$ cat src/hdl/bbt_pkg.sv
// Shared constants for the bar/beat/tick timebase: field widths,
// configuration register indexes and their reset values. No dependencies.
`default_nettype none

package bbt_pkg;

    localparam int TEMPO_W  = 17;
    localparam int BPB_W    = 6;
    localparam int UNIT_W   = 6;
    localparam int TPB_W    = 16;
    localparam int RATE_W   = 18;
    localparam int FRAME_W  = 32;
    localparam int PERIOD_W = 14;
    localparam int CFG_W    = 18;
    localparam int CFG_IDX_W = 3;
    localparam int BAR_W    = 32;
    localparam int BFT_W    = 53;
    localparam int OFF_W    = 24;
    localparam int S_DATA_W = 48;
    localparam int M_DATA_W = 144;

    localparam logic [CFG_IDX_W-1:0] REG_TEMPO = 3'd0;
    localparam logic [CFG_IDX_W-1:0] REG_BPB   = 3'd1;
    localparam logic [CFG_IDX_W-1:0] REG_UNIT  = 3'd2;
    localparam logic [CFG_IDX_W-1:0] REG_TPB   = 3'd3;
    localparam logic [CFG_IDX_W-1:0] REG_RATE  = 3'd4;

    localparam logic [TEMPO_W-1:0] TEMPO_RST = 17'd30720;
    localparam logic [BPB_W-1:0]   BPB_RST   = 6'd4;
    localparam logic [UNIT_W-1:0]  UNIT_RST  = 6'd4;
    localparam logic [TPB_W-1:0]   TPB_RST   = 16'd1920;
    localparam logic [RATE_W-1:0]  RATE_RST  = 18'd48000;

    localparam logic [23:0] SECONDS_PER_MIN = 24'd60;

endpackage

`default_nettype wire

$ cat src/hdl/bar_beat_tick_position_generator_core.sv
// Bar/beat/tick timebase top level: one shared multiplier and one radix-2
// divider under a sequencer. Depends on bbt_pkg.
`default_nettype none

// Channel  Dir  Handshake                Payload
// s_*      in   s_tvalid / s_tready      s_tdata, s_tuser
// m_*      out  m_tvalid / m_tready      m_tdata
// cfg_*    in   cfg_valid / cfg_ready    cfg_index, cfg_data
//
// Each word runs through the serial divider, one quotient bit per cycle over
// 48 + 32 + 32 + 55 bits, plus 64 when a relocation breaks continuity and the
// position does not saturate; the 32-bit offset division is skipped at zero
// tempo. Reset clears the position, the last frame and the registers to their
// defaults. A stalled output holds its word and the next input word is taken
// once the result has moved into the output register.

module bar_beat_tick_position_generator_core
    import bbt_pkg::*;
(
    input  wire logic                 clk,
    input  wire logic                 rst_n,
    input  wire logic                 s_tvalid,
    output logic                      s_tready,
    input  wire logic [S_DATA_W-1:0]  s_tdata,   // frame_position, period_frames
    input  wire logic                 s_tuser,   // relocated
    output logic                      m_tvalid,
    input  wire logic                 m_tready,
    output logic [M_DATA_W-1:0]       m_tdata,   // bar_number, beat_in_bar,
                                                 // tick_in_beat, bar_first_tick,
                                                 // tick_frame_offset, beat_unit_echo
    input  wire logic                 cfg_valid,
    output logic                      cfg_ready,
    input  wire logic [CFG_IDX_W-1:0] cfg_index,
    input  wire logic [CFG_W-1:0]     cfg_data
);

    typedef enum logic [4:0] {
        S_IDLE, S_FPM, S_TT, S_RELOC, S_RDIV, S_FRAC, S_WHOLE, S_WTICK, S_DIV,
        S_BFT1, S_BFT2, S_BFT3, S_OFF2, S_INC1, S_INC2, S_DONE
    } state_t;

    typedef enum logic [2:0] {
        RET_RELOC, RET_TICK, RET_BAR, RET_OFF, RET_INC
    } div_ret_t;

    logic [TEMPO_W-1:0] tempo_reg;
    logic [BPB_W-1:0]   bpb_reg;
    logic [UNIT_W-1:0]  unit_reg;
    logic [TPB_W-1:0]   tpb_reg;
    logic [RATE_W-1:0]  rate_reg;

    logic [BPB_W-1:0]  bpb_nz;
    logic [TPB_W-1:0]  tpb_nz;
    logic [RATE_W-1:0] rate_nz;

    state_t state_reg, state_next;
    div_ret_t ret_reg, ret_next;
    logic [FRAME_W-1:0]  frame_reg, frame_next;
    logic [PERIOD_W-1:0] period_reg, period_next;
    logic                reloc_reg, reloc_next;
    logic [FRAME_W-1:0]  prev_reg, prev_next;
    logic [63:0]         pos_reg, pos_next;
    logic [61:0]         prod_reg, prod_next;
    logic [23:0]         fpm_reg, fpm_next;
    logic [32:0]         tt_reg, tt_next;
    logic [31:0]         ftick_reg, ftick_next;
    logic [15:0]         lphi_reg, lphi_next;
    logic [BAR_W-1:0]    bar_reg, bar_next;
    logic [BPB_W-1:0]    beat_reg, beat_next;
    logic [TPB_W-1:0]    tick_reg, tick_next;
    logic [BFT_W-1:0]    bft_reg, bft_next;
    logic [OFF_W-1:0]    off_reg, off_next;
    logic [32:0]         rem_reg, rem_next;
    logic [63:0]         dd_reg, dd_next;
    logic [63:0]         q_reg, q_next;
    logic [32:0]         dvs_reg, dvs_next;
    logic [6:0]          cnt_reg, cnt_next;
    logic                m_tvalid_reg, m_tvalid_next;
    logic [M_DATA_W-1:0] m_data_reg, m_data_next;

    logic [37:0] mul_a;
    logic [23:0] mul_b;
    logic [33:0] div_t;
    logic        div_ge;
    logic [32:0] rem_step;
    logic [63:0] q_step;
    logic [47:0] wticks;
    logic [64:0] pos_sum;

    assign bpb_nz  = (bpb_reg == '0)  ? BPB_W'(1)  : bpb_reg;
    assign tpb_nz  = (tpb_reg == '0)  ? TPB_W'(1)  : tpb_reg;
    assign rate_nz = (rate_reg == '0) ? RATE_W'(1) : rate_reg;

    assign cfg_ready = 1'b1;
    assign s_tready  = (state_reg == S_IDLE);
    assign m_tvalid  = m_tvalid_reg;
    assign m_tdata   = m_data_reg;

    always_ff @(posedge clk or negedge rst_n)
    begin
        if (!rst_n)
        begin
            tempo_reg <= TEMPO_RST;
            bpb_reg   <= BPB_RST;
            unit_reg  <= UNIT_RST;
            tpb_reg   <= TPB_RST;
            rate_reg  <= RATE_RST;
        end
        else if (cfg_valid)
        begin
            unique case (cfg_index)
                REG_TEMPO: tempo_reg <= cfg_data[TEMPO_W-1:0];
                REG_BPB:   bpb_reg   <= cfg_data[BPB_W-1:0];
                REG_UNIT:  unit_reg  <= cfg_data[UNIT_W-1:0];
                REG_TPB:   tpb_reg   <= cfg_data[TPB_W-1:0];
                REG_RATE:  rate_reg  <= cfg_data[RATE_W-1:0];
                default:   ;
            endcase
        end
    end

    assign div_t    = {rem_reg, dd_reg[63]};
    assign div_ge   = div_t >= {1'b0, dvs_reg};
    assign rem_step = div_ge ? 33'(div_t - {1'b0, dvs_reg}) : div_t[32:0];
    assign q_step   = {q_reg[62:0], div_ge};
    assign wticks   = prod_reg[47:0] + {32'b0, lphi_reg};
    assign pos_sum  = {1'b0, pos_reg} + {1'b0, q_step};

    always_comb
    begin
        state_next    = state_reg;
        ret_next      = ret_reg;
        frame_next    = frame_reg;
        period_next   = period_reg;
        reloc_next    = reloc_reg;
        prev_next     = prev_reg;
        pos_next      = pos_reg;
        fpm_next      = fpm_reg;
        tt_next       = tt_reg;
        ftick_next    = ftick_reg;
        lphi_next     = lphi_reg;
        bar_next      = bar_reg;
        beat_next     = beat_reg;
        tick_next     = tick_reg;
        bft_next      = bft_reg;
        off_next      = off_reg;
        rem_next      = rem_reg;
        dd_next       = dd_reg;
        q_next        = q_reg;
        dvs_next      = dvs_reg;
        cnt_next      = cnt_reg;
        m_data_next   = m_data_reg;
        m_tvalid_next = m_tvalid_reg && !m_tready;
        mul_a         = '0;
        mul_b         = '0;

        unique case (state_reg)
            S_IDLE:
            begin
                if (s_tvalid)
                begin
                    frame_next  = s_tdata[31:0];
                    period_next = s_tdata[45:32];
                    reloc_next  = s_tuser;
                    state_next  = S_FPM;
                end
            end
            S_FPM:
            begin
                mul_a      = {20'b0, rate_nz};
                mul_b      = SECONDS_PER_MIN;
                state_next = S_TT;
            end
            S_TT:
            begin
                fpm_next   = prod_reg[23:0];
                mul_a      = {21'b0, tempo_reg};
                mul_b      = {8'b0, tpb_nz};
                state_next = S_RELOC;
            end
            S_RELOC:
            begin
                tt_next   = prod_reg[32:0];
                prev_next = frame_reg;
                mul_a     = {6'b0, frame_reg};
                mul_b     = {7'b0, tempo_reg};
                if (reloc_reg && (32'(prev_reg + 32'(period_reg)) != frame_reg))
                    state_next = S_RDIV;
                else
                    state_next = S_FRAC;
            end
            S_RDIV:
            begin
                if ({15'b0, prod_reg[48:40]} >= fpm_reg)
                begin
                    pos_next   = '1;
                    state_next = S_FRAC;
                end
                else
                begin
                    rem_next   = {24'b0, prod_reg[48:40]};
                    dd_next    = {prod_reg[39:0], 24'b0};
                    q_next     = '0;
                    dvs_next   = {9'b0, fpm_reg};
                    cnt_next   = 7'd64;
                    ret_next   = RET_RELOC;
                    state_next = S_DIV;
                end
            end
            S_FRAC:
            begin
                mul_a      = {6'b0, pos_reg[31:0]};
                mul_b      = {8'b0, tpb_nz};
                state_next = S_WHOLE;
            end
            S_WHOLE:
            begin
                ftick_next = prod_reg[31:0];
                lphi_next  = prod_reg[47:32];
                mul_a      = {6'b0, pos_reg[63:32]};
                mul_b      = {8'b0, tpb_nz};
                state_next = S_WTICK;
            end
            S_WTICK:
            begin
                rem_next   = '0;
                dd_next    = {wticks, 16'b0};
                q_next     = '0;
                dvs_next   = {17'b0, tpb_nz};
                cnt_next   = 7'd48;
                ret_next   = RET_TICK;
                state_next = S_DIV;
            end
            S_DIV:
            begin
                rem_next = rem_step;
                dd_next  = {dd_reg[62:0], 1'b0};
                q_next   = q_step;
                cnt_next = 7'(cnt_reg - 7'd1);
                if (cnt_reg == 7'd1)
                begin
                    unique case (ret_reg)
                        RET_RELOC:
                        begin
                            pos_next   = q_step;
                            state_next = S_FRAC;
                        end
                        RET_TICK:
                        begin
                            tick_next = rem_step[15:0];
                            rem_next  = '0;
                            dd_next   = {pos_reg[63:32], 32'b0};
                            q_next    = '0;
                            dvs_next  = {27'b0, bpb_nz};
                            cnt_next  = 7'd32;
                            ret_next  = RET_BAR;
                        end
                        RET_BAR:
                        begin
                            bar_next   = (q_step[31:0] == '1) ? '1 : 32'(q_step[31:0] + 32'd1);
                            beat_next  = 6'(rem_step[5:0] + 6'd1);
                            state_next = S_BFT1;
                        end
                        RET_OFF:
                        begin
                            off_next   = (q_step[31:24] != '0) ? '1 : q_step[23:0];
                            state_next = S_INC1;
                        end
                        RET_INC:
                        begin
                            pos_next   = pos_sum[64] ? '1 : pos_sum[63:0];
                            state_next = S_DONE;
                        end
                        default:
                        begin
                            state_next = S_DONE;
                        end
                    endcase
                end
            end
            S_BFT1:
            begin
                mul_a      = {6'b0, 32'(bar_reg - 32'd1)};
                mul_b      = {18'b0, bpb_nz};
                state_next = S_BFT2;
            end
            S_BFT2:
            begin
                mul_a      = prod_reg[37:0];
                mul_b      = {8'b0, tpb_nz};
                state_next = S_BFT3;
            end
            S_BFT3:
            begin
                bft_next   = prod_reg[52:0];
                mul_a      = {6'b0, ftick_reg};
                mul_b      = fpm_reg;
                state_next = S_OFF2;
            end
            S_OFF2:
            begin
                if (tempo_reg == '0)
                begin
                    off_next   = '0;
                    state_next = S_INC1;
                end
                else
                begin
                    rem_next   = '0;
                    dd_next    = {prod_reg[55:24], 32'b0};
                    q_next     = '0;
                    dvs_next   = tt_reg;
                    cnt_next   = 7'd32;
                    ret_next   = RET_OFF;
                    state_next = S_DIV;
                end
            end
            S_INC1:
            begin
                mul_a      = {24'b0, period_reg};
                mul_b      = {7'b0, tempo_reg};
                state_next = S_INC2;
            end
            S_INC2:
            begin
                rem_next   = '0;
                dd_next    = {prod_reg[30:0], 33'b0};
                q_next     = '0;
                dvs_next   = {9'b0, fpm_reg};
                cnt_next   = 7'd55;
                ret_next   = RET_INC;
                state_next = S_DIV;
            end
            S_DONE:
            begin
                if (!m_tvalid_reg || m_tready)
                begin
                    m_data_next   = {7'b0, unit_reg, off_reg, bft_reg, tick_reg,
                                     beat_reg, bar_reg};
                    m_tvalid_next = 1'b1;
                    state_next    = S_IDLE;
                end
            end
            default:
            begin
                state_next = S_IDLE;
            end
        endcase

        prod_next = {24'b0, mul_a} * {38'b0, mul_b};
    end

    always_ff @(posedge clk or negedge rst_n)
    begin
        if (!rst_n)
        begin
            state_reg    <= S_IDLE;
            ret_reg      <= RET_RELOC;
            prev_reg     <= '0;
            pos_reg      <= '0;
            cnt_reg      <= '0;
            m_tvalid_reg <= 1'b0;
        end
        else
        begin
            state_reg    <= state_next;
            ret_reg      <= ret_next;
            prev_reg     <= prev_next;
            pos_reg      <= pos_next;
            cnt_reg      <= cnt_next;
            m_tvalid_reg <= m_tvalid_next;
        end
    end

    always_ff @(posedge clk)
    begin
        frame_reg  <= frame_next;
        period_reg <= period_next;
        reloc_reg  <= reloc_next;
        prod_reg   <= prod_next;
        fpm_reg    <= fpm_next;
        tt_reg     <= tt_next;
        ftick_reg  <= ftick_next;
        lphi_reg   <= lphi_next;
        bar_reg    <= bar_next;
        beat_reg   <= beat_next;
        tick_reg   <= tick_next;
        bft_reg    <= bft_next;
        off_reg    <= off_next;
        rem_reg    <= rem_next;
        dd_reg     <= dd_next;
        q_reg      <= q_next;
        dvs_reg    <= dvs_next;
        m_data_reg <= m_data_next;
    end

`ifndef SYNTHESIS
    a_busy_after_accept: assert property (@(posedge clk) disable iff (!rst_n)
        s_tvalid && s_tready |=> !s_tready)
        else $error("input accepted while a word is in progress");

    a_beat_nonzero: assert property (@(posedge clk) disable iff (!rst_n)
        m_tvalid |-> m_tdata[37:32] != '0)
        else $error("beat_in_bar is zero");

    a_tick_range: assert property (@(posedge clk) disable iff (!rst_n)
        m_tvalid |-> m_tdata[53:38] < tpb_nz)
        else $error("tick_in_beat out of range");

    a_div_count: assert property (@(posedge clk) disable iff (!rst_n)
        state_reg == S_DIV |-> cnt_reg != '0)
        else $error("divider running with zero count");
`endif

endmodule

`default_nettype wire

$ cat config.mk
export PLATFORM = sky130hd
export DESIGN_NAME = bar_beat_tick_position_generator_core
export DESIGN_NICKNAME = d
export VERILOG_FILES = /design/src/hdl/bbt_pkg.sv /design/src/hdl/bar_beat_tick_position_generator_core.sv
export SDC_FILE = /design/constraint.sdc
export NUM_CORES = 2
export LEC_CHECK = 0
export BUFFER_PORTS_ARGS = -buffer_cell sky130_fd_sc_hd__buf_2
export CORE_MARGIN = 3
export CORE_UTILIZATION = 45
export CTS_CLUSTER_DIAMETER = 200
export DETAILED_ROUTE_END_ITERATION = 16
export PLACE_DENSITY = 0.73
export SLEW_MARGIN = 20
export SYNTH_ARGS = -nofsm -noshare
export SYNTH_HDL_FRONTEND = slang
export SYNTH_SLANG_ARGS = --single-unit
$ cat constraint.sdc
create_clock -name clk -period 23.5 [get_ports clk]
set_clock_uncertainty 0.1 [all_clocks]
set_input_delay 1.175 -clock clk [delete_from_list [all_inputs] [get_ports clk]]
set_output_delay 1.175 -clock clk [all_outputs]
set_load 0.05 [all_outputs]
Word-level counts from Yosys, hierarchy flattened:

Cells that the tools add are included.

* add/subtract/negate cells: 8
* order comparisons: 2
* divide/modulo/power cells: 0
* bitwise operators: 0
* eq/ne operators: 37
* muxes and demuxes: 56
* shifts and indexed selects: 0
* reductions and logical operators: 35
* multipliers: 1

Operators with widths (number)
* $mux 64: 7
* $pmux 38 s9: 1
* $pmux 64 s5: 1
* $mux 33: 9
* $pmux 64 s2: 2
* $mux 63: 4
* $pmux 63 s4: 1
* $pmux 33 s5: 1
* $pmux 33 s4: 1
* $pmux 24 s5: 1
* $mux 24: 4
* $pmux 5 s15: 1
* $add 64x64->65: 1
* $mul 38x24->56: 1
* $add 48x16->48: 1
* $pmux 24 s2: 1
* $eq 5x4->1 const B: 8
* $pmux 7 s5: 1
* $ge 34x33->1: 1
* $sub 33x33->33: 1
* $add 32x1->32 const B: 1
* $add 32x14->32: 1
* $eq 32x32->1 const B: 1
* $ne 32x32->1: 1
* other kinds (43): 87

* memories kept: 0
* RAM bits: 0
* register bits after elaboration: 844
* bits in read-only memories: 0
* bits in latches: 0
* word-level logic and storage cells: 168

Depth between registers and ports, before layout:

* word-level depth: 6
* mapped depth: 36
* mapped depth without buffers: 34

Worst setup path before layout:

No wires, ideal clock.

* path kind: register -> register
* from: register state_reg[2]
* to: register prod_reg[40]
* required time: 23.328 ns
* setup slack: 13.589 ns
* period minus slack after synthesis: 9.911 ns
* arrival: 9.738 ns
* stages on the path, launching flop included: 33
* library setup time: 0.072 ns
* path through: dfrtp_1 > nand2b_1 > clkbuf_1 > nor2_1 > clkbuf_1 > buf_1 > nand2_1 > nand2_1 > clkbuf_1 > nand2_1 > fa_1 > inv_1 > fa_1 > inv_1 > fa_1 > fa_1 > inv_1 > fa_1 > fa_1 > inv_1 > fa_1 > inv_1 > ha_1 > a211oi_1 > o21ai_0 > a221o_1 > nand3_1 > a31oi_1 > or2_1 > a311o_1 > a21o_1 > a21oi_1 > xnor2_1

* longest elaborated chain between the ends: 4

Ends and longest elaborated chain
* start: declaration: RTL line bar_beat_tick_position_generator_core.sv:56 `state_t state_reg, state_next;`
* start signal: assignment: RTL line bar_beat_tick_position_generator_core.sv:366 `state_reg <= state_next;`
* $eq 5x4->1, or another cell as far along: RTL line bar_beat_tick_position_generator_core.sv:157 `unique case (state_reg)`
* $reduce_or 4->1 (no line) / $reduce_or 2->1 (equally long branches)
* $pmux 24 s5: RTL line bar_beat_tick_position_generator_core.sv:157
* $mul 38x24->56 (*): RTL line bar_beat_tick_position_generator_core.sv:350 `prod_next = {24'b0, mul_a} * {38'b0, mul_b};`
* net prod_next[40]: RTL line bar_beat_tick_position_generator_core.sv:63 `logic [61:0] prod_reg, prod_next;`
* end signal: assignment: RTL line bar_beat_tick_position_generator_core.sv:380 `prod_reg <= prod_next;`
* end: declaration: RTL line bar_beat_tick_position_generator_core.sv:63

Mark *: on every way through the listed nets, which the timed path passes. The rest lies on a longest branch.
A chain may end at the register's enable or synchronous reset.

Final worst setup path:

* from: register state_reg[1]
* to: register prod_reg[55]

Same word-level chain as after synthesis.

==> metrics.txt <==
status finished with violations; failing checks antenna rules; Setup Fix Bufs, Post-CTS 0; Peak VDD IR 0.107 mV; Psw 0.00577 W; GP Congestion 0.990; CORE AREA 0.150 mm^2; Slew HR 0.140; fill count 13495; initial antenna violation count 22; CP endpoint kind flop; Core Rows 142; first-pass GRT wire length 342000 um; Die ar. 0.156 mm^2; WL final 231000 um; flops & latches, synth 827; Power Total 0.0111 W; Root Driver clkbuf_16; number of remaining DRC errors 0; pin count of the biggest net entering global routing 97; R2R cell count 29; Top FF cell, synth edfxtp_1; vias in the first global route 53814; Post-DRT Antenna Nets 1; hold depth 0; Max Freq 87.5 MHz; initial core utilization 0.454; CP max-delay cell a221o_1; Worst EP required 23990 ps; clock slew at reported path FFs 70 ps; Pwr Density 148 mW/mm^2; Post-DP HPWL 171000 um; Die Y 395 um; Comb pwr share 0.628; clock sink count 827; Cell variety after synth 94; type of the worst setup path flop to flop; Post-synth EDFFs 597; width of the die 395 um; Area Growth Syn to Fin 10.0%; Async SR Flop Fraction 0.210; CTS tree built; Synth Area per Inst 9.97 um^2; # hold bufs at CTS 0; Hold Path Class flop to flop; leakage power total 32.6 nW; layout cells sized above 1 0.0953; slowest stage delay, CP 890 ps; 1st-pass router iterations 9; worst-skew pair later-pin latency 730 ps; H-tree depth 3; setup TNS 0 ps; Worst Tran Pin Value 1290 ps; grt ovf 0; wire per inst 25.5 um; flip-flop count of the largest register after layout 137; final hold violation count 0; drt initial violations 6491; via/cell ratio 5.92; register area share after synthesis 0.344; IO buf count 211; Warnings, synthesis 0; Int Power 0.00534 W; final number of max-transition violations 0; Setup violations, final 0; Sequential Power Share 0.237; nets@finish 8108; Synth Instances 6824; total track usage 0.294; num ports 222; Crit Path Max Fanout 58; deepest clock path buffer count 3; switching part of the total 0.519; post-synthesis cell area 0.0681 mm^2; CTS Buf Count 90; unrepaired setup endpoints after global routing false; CTS resizes 0; cell mode on critical path fa_1; Worst Setup Start Kind flop; Max-cap violations 0; arrival time of the worst setup path 11920 ps; fin crit period 11430 ps; clock power share 0.135; via count 53678; crit share post-route 0.486
## Yosys cell counts, drive strengths merged, types with 26 or more instances
library cell / instances / area (um^2)
a211oi: 29 / 230
a21o: 85 / 638
a21oi: 276 / 1390
a221oi: 47 / 412
a222oi: 30 / 300
a22oi: 92 / 691
a31oi: 48 / 300
and2: 164 / 1030
and3: 54 / 343
buf: 62 / 328
clkbuf: 266 / 1000
dfrtp: 157 / 3930
dfxtp: 56 / 1120
edfxtp: 597 / 17900
fa: 781 / 15600
ha: 294 / 3680
inv: 1063 / 3990
mux2: 76 / 856
nand2: 943 / 3540
nand2b: 37 / 231
nand3: 83 / 415
nand4: 62 / 388
nor2: 508 / 1910
nor3: 77 / 402
nor4: 37 / 244
o211ai: 29 / 243
o21a: 50 / 375
o21ai: 178 / 891
o21bai: 26 / 199
o22ai: 71 / 444
xnor2: 169 / 1480
xor2: 88 / 771
## layout by cell type (no fill, tap or decap), types with 25 or more instances in the layout
| cell type | n |
|---|---|
| a21o_1 | 85 |
| a21oi_1 | 273 |
| a221oi_1 | 47 |
| a222oi_1 | 30 |
| a22o_1 | 25 |
| a22oi_1 | 92 |
| a31oi_1 | 48 |
| and2_1 | 155 |
| and3_1 | 52 |
| buf_2 | 210 |
| buf_4 | 124 |
| clkbuf_16 | 91 |
| conb_1 | 35 |
| dfrtp_1 | 157 |
| dfxtp_1 | 56 |
| edfxtp_1 | 597 |
| fa_1 | 781 |
| ha_1 | 294 |
| inv_1 | 1058 |
| mux2_2 | 75 |
| nand2_1 | 936 |
| nand2b_1 | 36 |
| nand3_1 | 82 |
| nand4_1 | 62 |
| nor2_1 | 495 |
| nor3_1 | 71 |
| nor4_1 | 34 |
| o21a_1 | 49 |
| o21ai_0 | 162 |
| o21bai_1 | 25 |
| o22ai_1 | 71 |
| xnor2_1 | 169 |
| xor2_1 | 88 |
## final timing paths
path	slack, ps	endpoint	start
worst max-delay path	12070	prod_reg[55]$_DFF_P_	state_reg[1]$_DFFE_PN0P_
worst min-delay path	320	m_tdata[71]$_DFFE_PP_	bft_reg[17]$_DFFE_PN_
worst max register to register	12070	prod_reg[55]$_DFF_P_	state_reg[1]$_DFFE_PN0P_
worst min register to register	320	m_tdata[71]$_DFFE_PP_	bft_reg[17]$_DFFE_PN_
max in group asynchronous	21460	tpb_reg[7]$_DFFE_PN1P_	rst_n
min in group asynchronous	430	pos_reg[50]$_DFFE_PN0P_	rst_n
## metal layers
metal | up-vias | track usage | wire length [um]
met5 | - | 0 | 101
met4 | 12 | 0.178 | 16900
met3 | 803 | 0.100 | 31700
met2 | 3436 | 0.439 | 99900
met1 | 26589 | 0.369 | 82800
li1 | 22838 | - | -
## worst max-delay path, delay by kind of cell, from the launching register on
family,cells,cell delay (ps)
fa+ha+maj,8,3910
simple gates,8,2660
compound gates,6,2460
buf+inv,6,1000
flops,1,710
xor+xnor,1,400
## power groups by stage
stage          Combinational (W)  Sequential, W  Clock (W)
2_1_floorplan            0.00456        0.00249          0
5_1_grt                  0.00757        0.00266    0.00157
3_5_place_dp             0.00672        0.00264          0
6_report                 0.00698        0.00264    0.00150
3_3_place_gp             0.00659        0.00262          0
4_1_cts                  0.00679        0.00261    0.00151
## cells by family after synthesis
kind of cell,after synthesis,share of synthesized area
AO/OA/AOI/OAI,1121,0.111
XOR/XNOR,257,0.0331
adder cells (fa/ha/maj),1075,0.284
buffers and inverters,1392,0.0782
flip-flops,827,0.344
multiplexers,85,0.0139
other,2,0.000110
AND/OR/NAND/NOR,2065,0.136
## final cells by class
cell class,instances,area (um^2),share of cell area
Multi-Input combinational cell,4638,39700,0.531
Clock inverter,63,774,0.0103
Timing Repair Buffer,337,2030,0.0272
Antenna cell,17,42.5,0.000568
Tap cell,2016,2520,0.0337
Clock buffer,105,2340,0.0312
Sequential cell,827,23400,0.313
Inverter,1064,4000,0.0534
## per-stage QoR
step / hold WS, ps / instances / instance area [um^2] / util / setup WS, ps
3_3_place_gp: 302 / 8880 / 71600 / 0.478 / 12550
5_1_grt: 315 / 9050 / 74800 / 0.499 / 11670
4_1_cts: 319 / 9048 / 74800 / 0.499 / 12430
3_5_place_dp: 305 / 8880 / 71700 / 0.478 / 12470
2_1_floorplan: 300 / 6857 / 68200 / - / 13590
6_report: 317 / 9067 / 74900 / 0.499 / 12070
(Power assumes the default switching activity.)
